## src/path_point_heading_annotator_assert.svh

```systemverilog
// ----------------------------------------------------------------------------
// path point heading annotator assertion macros
// concurrent checks that compile away when NO_ASSERTIONS is defined
// ----------------------------------------------------------------------------
`ifndef PATH_POINT_HEADING_ANNOTATOR_ASSERT_SVH
`define PATH_POINT_HEADING_ANNOTATOR_ASSERT_SVH
`ifndef NO_ASSERTIONS
// same-cycle implication
`define PPHA_ASSERT_IMP(label, clk, rst, ante, cons) \
  label: assert property (@(posedge clk) disable iff (rst) (ante) |-> (cons)) \
    else $error("ppha: same-cycle check failed");
// next-cycle implication
`define PPHA_ASSERT_NXT(label, clk, rst, ante, cons) \
  label: assert property (@(posedge clk) disable iff (rst) (ante) |=> (cons)) \
    else $error("ppha: next-cycle check failed");
`else
`define PPHA_ASSERT_IMP(label, clk, rst, ante, cons)
`define PPHA_ASSERT_NXT(label, clk, rst, ante, cons)
`endif
`endif

```

## src/ppha_pkg.sv

```systemverilog
`timescale 1ns / 1ps
`default_nettype none
// ----------------------------------------------------------------------------
// ppha_pkg
// shared types, constants and the arctangent table of the heading annotator
// ----------------------------------------------------------------------------
package ppha_pkg;

  localparam int PRESCALE  = 24;
  localparam int Z_W       = 35;
  localparam int HEAD_W    = 16;
  localparam int OUT_SHIFT = 17;

  localparam logic signed [Z_W-1:0] PI_Q30    = 35'sd3373259426;
  localparam logic signed [Z_W-1:0] ROUND_Q30 = 35'sd65536;
  localparam logic signed [Z_W-1:0] HEAD_MAX  = 35'sd25736;

  typedef enum logic [1:0] {
    ST_IDLE,
    ST_CALC,
    ST_EMIT_FIRST,
    ST_EMIT_SECOND
  } ppha_state_t;

  typedef enum logic [1:0] {
    CS_IDLE,
    CS_PREP,
    CS_ITER,
    CS_FINAL
  } cord_state_t;

  typedef struct packed {
    logic busy;
    logic done;
  } cord_status_t;

  // atan(2^-i) in Q30, rounded; steps past the table add nothing
  function automatic logic signed [Z_W-1:0] atan_q30(input logic [4:0] idx);
    logic signed [Z_W-1:0] val;
    case (idx)
      5'd0:    val = 35'sd843314857;
      5'd1:    val = 35'sd497837829;
      5'd2:    val = 35'sd263043837;
      5'd3:    val = 35'sd133525159;
      5'd4:    val = 35'sd67021687;
      5'd5:    val = 35'sd33543516;
      5'd6:    val = 35'sd16775851;
      5'd7:    val = 35'sd8388437;
      5'd8:    val = 35'sd4194283;
      5'd9:    val = 35'sd2097149;
      5'd10:   val = 35'sd1048576;
      5'd11:   val = 35'sd524288;
      5'd12:   val = 35'sd262144;
      5'd13:   val = 35'sd131072;
      5'd14:   val = 35'sd65536;
      5'd15:   val = 35'sd32768;
      5'd16:   val = 35'sd16384;
      5'd17:   val = 35'sd8192;
      5'd18:   val = 35'sd4096;
      5'd19:   val = 35'sd2048;
      5'd20:   val = 35'sd1024;
      5'd21:   val = 35'sd512;
      5'd22:   val = 35'sd256;
      5'd23:   val = 35'sd128;
      default: val = '0;
    endcase
    return val;
  endfunction

endpackage
`default_nettype wire

```

## src/ppha_cordic.sv

```systemverilog
`timescale 1ns / 1ps
`default_nettype none
// ----------------------------------------------------------------------------
// ppha_cordic
// iterative vectoring cordic: atan2 of a step vector, one rotation per cycle
// ----------------------------------------------------------------------------
module ppha_cordic #(
  parameter int COORD_BITS       = 24,
  parameter int ANGLE_ITERATIONS = 16
) (
  input  logic                                   clk,
  input  logic                                   rst,
  input  logic                                   start,
  input  logic signed [COORD_BITS:0]             step_x,
  input  logic signed [COORD_BITS:0]             step_y,
  output ppha_pkg::cord_status_t                 status,
  output logic signed [ppha_pkg::HEAD_W-1:0]     heading
);
  import ppha_pkg::*;

  localparam int EXT_W  = 3;
  localparam int W      = COORD_BITS + 1 + PRESCALE + EXT_W;
  localparam int ITER_W = $clog2(ANGLE_ITERATIONS);
  localparam logic [ITER_W-1:0] LAST_ITER = ITER_W'(ANGLE_ITERATIONS - 1);

  cord_state_t state, state_next;

  logic signed [W-1:0]     x, y;
  logic signed [W-1:0]     xs, ys;
  logic signed [Z_W-1:0]   z;
  logic signed [Z_W-1:0]   angle;
  logic signed [Z_W-1:0]   rounded, scaled;
  logic [ITER_W-1:0]       iter;

  assign xs    = x >>> iter;
  assign ys    = y >>> iter;
  assign angle = atan_q30(5'(iter));

  always_ff @(posedge clk) begin
    if (rst) begin
      state <= CS_IDLE;
    end else begin
      state <= state_next;
    end
  end

  always_comb begin
    state_next  = state;
    status.busy = (state != CS_IDLE);
    status.done = (state == CS_FINAL);
    case (state)
      CS_IDLE: begin
        if (start) state_next = CS_PREP;
      end
      CS_PREP:  state_next = CS_ITER;
      CS_ITER: begin
        if (iter == LAST_ITER) state_next = CS_FINAL;
      end
      CS_FINAL: state_next = CS_IDLE;
      default:  state_next = CS_IDLE;
    endcase
  end

  always_ff @(posedge clk) begin
    if (rst) begin
      iter <= '0;
    end else if (state == CS_PREP) begin
      iter <= '0;
    end else if (state == CS_ITER) begin
      iter <= iter + 1'b1;
    end
  end

  always_ff @(posedge clk) begin
    case (state)
      CS_IDLE: begin
        if (start) begin
          x <= {{EXT_W{step_x[COORD_BITS]}}, step_x, {PRESCALE{1'b0}}};
          y <= {{EXT_W{step_y[COORD_BITS]}}, step_y, {PRESCALE{1'b0}}};
          z <= '0;
        end
      end
      CS_PREP: begin
        // left half plane: fold over and start from plus or minus pi
        if (x[W-1]) begin
          x <= -x;
          y <= -y;
          z <= y[W-1] ? -PI_Q30 : PI_Q30;
        end
      end
      CS_ITER: begin
        if (!y[W-1]) begin
          x <= x + ys;
          y <= y - xs;
          z <= z + angle;
        end else begin
          x <= x - ys;
          y <= y + xs;
          z <= z - angle;
        end
      end
      default: begin
      end
    endcase
  end

  // round Q4.30 to Q2.13 and clamp to plus or minus pi
  always_comb begin
    rounded = z + ROUND_Q30;
    scaled  = rounded >>> OUT_SHIFT;
    if (scaled > HEAD_MAX) begin
      heading = HEAD_W'(HEAD_MAX);
    end else if (scaled < -HEAD_MAX) begin
      heading = HEAD_W'(-HEAD_MAX);
    end else begin
      heading = HEAD_W'(scaled);
    end
  end

endmodule
`default_nettype wire

```

## src/path_point_heading_annotator.sv

```systemverilog
`timescale 1ns / 1ps
`default_nettype none
// a point that starts the cordic holds in_stall through the cordic's prep,
//   iteration and final states and then until its pose is taken, or until both
//   poses are taken when the held first pose goes out too; a point that yields
//   none is taken without a stall; the cordic does one rotation per cycle
// reset clears the path state and both sequencers at once, no clearing pass
// ----------------------------------------------------------------------------
// path_point_heading_annotator
// turns path points into poses whose heading is atan2 of the step between them
// ----------------------------------------------------------------------------
`include "path_point_heading_annotator_assert.svh"
module path_point_heading_annotator #(
  parameter int COORD_BITS       = 24,
  parameter int ANGLE_ITERATIONS = 16
) (
  input  logic                                   clk,
  input  logic                                   rst,
  input  logic                                   in_valid,
  output logic                                   in_stall,
  input  logic signed [COORD_BITS-1:0]           point_x,
  input  logic signed [COORD_BITS-1:0]           point_y,
  input  logic                                   path_end,
  output logic                                   out_valid,
  input  logic                                   out_stall,
  output logic signed [COORD_BITS-1:0]           pose_x,
  output logic signed [COORD_BITS-1:0]           pose_y,
  output logic signed [ppha_pkg::HEAD_W-1:0]     pose_heading,
  output logic                                   run_last
);
  import ppha_pkg::*;

  ppha_state_t state, state_next;

  logic signed [COORD_BITS-1:0] prev_x, prev_y;
  logic signed [COORD_BITS-1:0] held_x, held_y;
  logic signed [COORD_BITS-1:0] cur_x, cur_y;
  logic signed [HEAD_W-1:0]     heading_q;
  logic signed [HEAD_W-1:0]     cord_heading;
  logic signed [COORD_BITS:0]   step_x, step_y;
  logic                         have_prev;
  logic                         first_pending;
  logic                         emit_first;
  logic                         step_zero;
  logic                         in_accept;
  logic                         cord_start;
  cord_status_t                 cord_status;

  assign step_x     = {point_x[COORD_BITS-1], point_x} - {prev_x[COORD_BITS-1], prev_x};
  assign step_y     = {point_y[COORD_BITS-1], point_y} - {prev_y[COORD_BITS-1], prev_y};
  assign step_zero  = (point_x == prev_x) && (point_y == prev_y);
  assign in_accept  = in_valid && !in_stall;
  assign cord_start = in_accept && have_prev && !step_zero;

  ppha_cordic #(
    .COORD_BITS       (COORD_BITS),
    .ANGLE_ITERATIONS (ANGLE_ITERATIONS)
  ) u_cordic (
    .clk     (clk),
    .rst     (rst),
    .start   (cord_start),
    .step_x  (step_x),
    .step_y  (step_y),
    .status  (cord_status),
    .heading (cord_heading)
  );

  always_ff @(posedge clk) begin
    if (rst) begin
      state <= ST_IDLE;
    end else begin
      state <= state_next;
    end
  end

  always_comb begin
    state_next = state;
    in_stall   = (state != ST_IDLE);
    out_valid  = (state == ST_EMIT_FIRST) || (state == ST_EMIT_SECOND);
    run_last   = (state == ST_EMIT_SECOND);
    case (state)
      ST_IDLE: begin
        if (cord_start) state_next = ST_CALC;
      end
      ST_CALC: begin
        if (cord_status.done) state_next = emit_first ? ST_EMIT_FIRST : ST_EMIT_SECOND;
      end
      ST_EMIT_FIRST: begin
        if (!out_stall) state_next = ST_EMIT_SECOND;
      end
      ST_EMIT_SECOND: begin
        if (!out_stall) state_next = ST_IDLE;
      end
      default: state_next = ST_IDLE;
    endcase
  end

  // path state
  always_ff @(posedge clk) begin
    if (rst) begin
      prev_x        <= '0;
      prev_y        <= '0;
      have_prev     <= 1'b0;
      first_pending <= 1'b0;
      emit_first    <= 1'b0;
    end else if (in_accept) begin
      if (cord_start) emit_first <= first_pending;
      if (path_end) begin
        prev_x        <= '0;
        prev_y        <= '0;
        have_prev     <= 1'b0;
        first_pending <= 1'b0;
      end else begin
        prev_x        <= point_x;
        prev_y        <= point_y;
        have_prev     <= 1'b1;
        first_pending <= !have_prev;
      end
    end
  end

  // pose payload
  always_ff @(posedge clk) begin
    if (cord_start) begin
      held_x <= prev_x;
      held_y <= prev_y;
      cur_x  <= point_x;
      cur_y  <= point_y;
    end
    if (cord_status.done) heading_q <= cord_heading;
  end

  assign pose_x       = (state == ST_EMIT_FIRST) ? held_x : cur_x;
  assign pose_y       = (state == ST_EMIT_FIRST) ? held_y : cur_y;
  assign pose_heading = heading_q;

  `PPHA_ASSERT_IMP(a_no_overlap, clk, rst, !in_stall, !out_valid)
  `PPHA_ASSERT_IMP(a_done_in_calc, clk, rst, cord_status.done, state == ST_CALC)
  `PPHA_ASSERT_IMP(a_busy_in_calc, clk, rst, state == ST_CALC, cord_status.busy)
  `PPHA_ASSERT_NXT(a_pair_closes, clk, rst, out_valid && !out_stall && !run_last, out_valid && run_last)
  `PPHA_ASSERT_NXT(a_ready_after_last, clk, rst, out_valid && !out_stall && run_last, !in_stall)

endmodule
`default_nettype wire
```

## config.mk

```make
export PLATFORM = sky130hd
export DESIGN_NAME = path_point_heading_annotator
export DESIGN_NICKNAME = d
export VERILOG_FILES = /design/src/ppha_pkg.sv /design/src/ppha_cordic.sv /design/src/path_point_heading_annotator.sv
export VERILOG_INCLUDE_DIRS = /design/src /design/src/src
export SDC_FILE = /design/constraint.sdc
export NUM_CORES = 2
export LEC_CHECK = 0
export ABC_AREA = 1
export ABC_CLOCK_PERIOD_IN_PS = 5700
export BUFFER_PORTS_ARGS = -buffer_cell sky130_fd_sc_hd__buf_2
export CELL_PAD_IN_SITES_DETAIL_PLACEMENT = 0
export CELL_PAD_IN_SITES_GLOBAL_PLACEMENT = 1
export CORE_UTILIZATION = 46
export CTS_CLUSTER_DIAMETER = 150
export DETAILED_ROUTE_END_ITERATION = 8
export GPL_ROUTABILITY_DRIVEN = 0
export PLACE_DENSITY_LB_ADDON = 0.12
export REMOVE_ABC_BUFFERS = 1
export SYNTH_ARGS = -nofsm -noshare
export SYNTH_HDL_FRONTEND = slang
export SYNTH_SLANG_ARGS = --single-unit
```

## constraint.sdc

```tcl
create_clock -name clk -period 5.7 [get_ports clk]
set_clock_uncertainty 0.15 [all_clocks]
set_input_delay 0.57 -clock clk [delete_from_list [all_inputs] [get_ports clk]]
set_output_delay 0.57 -clock clk [all_outputs]
set_load 0.01 [all_outputs]
```

==> run metrics <==
CP endpoint u_cordic.y[38]$_DFFE_PP_; fillers between 8k and 9k; Async SR Flop Fraction 0; clk sink count roughly 340; #FFs+latches synth 338; Worst Setup End Kind register; minimum clock period 5490 ps; Worst slew margin 0.247; Core Rows 102; Final Slew Violations 0; Worst EP arrival 5690 ps; number of CTS-inserted buffers 43; gr ovfl total 0; Worst R2R Setup Slack 210 ps; CP startpoint u_cordic.iter[1]$_SDFFE_PP0P_; Avg Cell Area, Syn roughly 6.4 µm²; Crit Path Category register to register; most frequent cell on the critical path nand2_1; Final ANT Viol Nets 0; final net count ~6k; IO Pins 120; Die W 282 µm; worst r2r src u_cordic.iter[1]$_SDFFE_PP0P_; Global Route met2 Usage 0.561; most frequent cells in the layout nand2_1, nand3_1, inv_1; Die Ht roughly 280 µm; Antenna Cells 0; Initial Util 0.465; Max Fclk 182 MHz; setup TNS 0 ps; Max-cap violations 0; TritonCTS clock tree built; worst hold slack 36.9 ps; port buffer count 119; core area 77600 µm²; Cell variety after synth 71; busiest grt layer met2; Post-Synthesis Cell Area 36100 µm²; Seq/Total Area, Yosys 0.257; antenna violations before repair 1; GR Util met3 0.0380; pin count of the biggest net entering global routing 105; maximum root-to-sink buffer count 3; H-tree Lvls 2; CP Launch Type register; hold_sp point_x[8]; Avg WL per Cell ~20 µm; Reg clk slew, reported paths about 60 ps; Total GRT Usage 0.332; RSZ-0062 raised after global routing yes; worst-margin pin slew 1130 ps; DP HPWL 107000 µm; Post-synth EDFFs 251; Yosys warnings 0; R2R Path End u_cordic.y[38]$_DFFE_PP_; Reg2Reg Depth 28; ys flop type edfxtp_1; vias in the first global route 35.9k; first-pass GRT wire length roughly 210000 µm; commonest non-fill, non-tap cell in the layout nand2_1; Clock Latency Late Sink 600 ps; routed vias 38.7k; Syn-to-layout area delta 9.21%; Initial DRT Pass Iterations 6; Slowest-stage cell, CP dfxtp_4; DR vias/cell 5.69; drt drc 0; share of cells above drive strength 1 0.0794; peak fanout along the critical path 73; worst stage delay on the critical path ~440 ps; Die Area 79600 µm²; CP required 5900 ps; Fin. Hold Viols 0; multi-input logic area about 24000 µm²; final worst-path cycle share 0.963; Hold WC Path Type input pin to register; FF/Latch Area 9290 µm²; clk root buf clkbuf_16; fin util 0.508; Post-Synthesis Cells 5652; met1 Use GR 0.423; post-detailed-routing wire length 135000 µm; status complete, no violations; Setup violations, final 0; DRT iter0 DRCs 3947
[repair_timing]
action | 4_1_cts | 5_1_grt
hold buffers | 0 | 0
setup endpoints to repair | 0 | 23
resized for setup | 0 | 16
endpoints found under the hold margin | 0 | 0
setup buffers | 0 | 1
[synthesized netlist by cell type (all sizes together) (18+ instances only)]
library cell | count | area share
nor2 | 550 | 0.060
a21oi | 471 | 0.066
o21a | 18 | 0.0037
buf | 101 | 0.017
dfxtp | 87 | 0.048
or2 | 41 | 0.0071
ha | 213 | 0.074
edfxtp | 251 | 0.21
nor3 | 94 | 0.014
clkbuf | 77 | 0.0080
inv | 655 | 0.068
nand4 | 61 | 0.011
nor4 | 34 | 0.0065
nand2 | 1474 | 0.16
o21ai | 425 | 0.061
xor2 | 115 | 0.028
o21bai | 22 | 0.0046
xnor2 | 64 | 0.016
nand3 | 671 | 0.096
a31oi | 65 | 0.011
a21o | 22 | 0.0046
[how the worst min path moves through the flow]
stage / cells after the start / slack, ps / end
floorplan: 0 / 280 / held_x[10]$_DFFE_PP_
global placement: 0 / 290 / held_y[6]$_DFFE_PP_
detailed placement: 0 / 290 / held_y[17]$_DFFE_PP_
CTS: 1 / 20 / cur_y[9]$_DFFE_PP_
global route: 1 / 30 / cur_y[10]$_DFFE_PP_
finish: 1 / 40 / cur_x[8]$_DFFE_PP_
[final cells by class]
cell class / instances / area share
inverters: 657 / 0.0627
clock inverters: 16 / 0.00273
well taps: 1040 / 0.0330
repair buffers: 201 / 0.0352
clock buffers: 64 / 0.0337
flip-flops and latches: 338 / 0.236
multi-input cells: 4479 / 0.597
[per-stage QoR]
| step | worst slack (ps) | std cells | cell area [µm²] |
|---|---|---|---|
| floorplan | -1830 | 5474 | 35200 |
| global placement | 176 | 6714 | 37900 |
| CTS | 212 | 6794 | 39300 |
| finish | 210 | 6795 | 39400 |
| global route | -49.8 | 6795 | 39400 |
| detailed placement | 222 | 6714 | 37900 |
[metal layers]
layer  vias up  share of wire
met2      1521           0.47
met1     17634           0.42
li1      19237              -
met5         -       0.000096
met3       303          0.067
met4         2          0.049
[state kept, by name (all words and copies together), names as in the netlist]
name / cells
prev_x: 24
held_y: 24
cur_x: 24
cur_y: 24
held_x: 24
first_pending: 1
u_cordic.x: 52
emit_first: 1
u_cordic.y: 52
state: 2
u_cordic.z: 35
u_cordic.state: 2
u_cordic.iter: 4
pose_heading: 16
have_prev: 1
prev_y: 24
u_cordic.angle: 28
[logic make-up (layout without fill, tap and decap cells)]
| family | count (synthesis) | count (layout) | share of synthesized area |
|---|---|---|---|
| adders and majority gates | 218 | 218 | 0.0766 |
| xor gates and xnor gates | 179 | 179 | 0.0434 |
| buffers and inverters | 835 | 938 | 0.0930 |
| and+or+nand+nor | 2949 | 2949 | 0.355 |
| AOI/OAI and AO/OA | 1133 | 1133 | 0.175 |
| DFF | 338 | 338 | 0.257 |
[worst max-delay path, delay by kind of cell (launching register included)]
kind,cells,cell delay [ps]
and+or+nand+nor,20,2840
AOI/OAI and AO/OA,4,770
DFF,1,440
buffers and inverters,2,430
adders and majority gates,1,340
xor gates and xnor gates,1,250
Power is left out: the tool's default activity adds up to more than one toggle a clock period on the data nets, which glitch-free logic cannot reach.
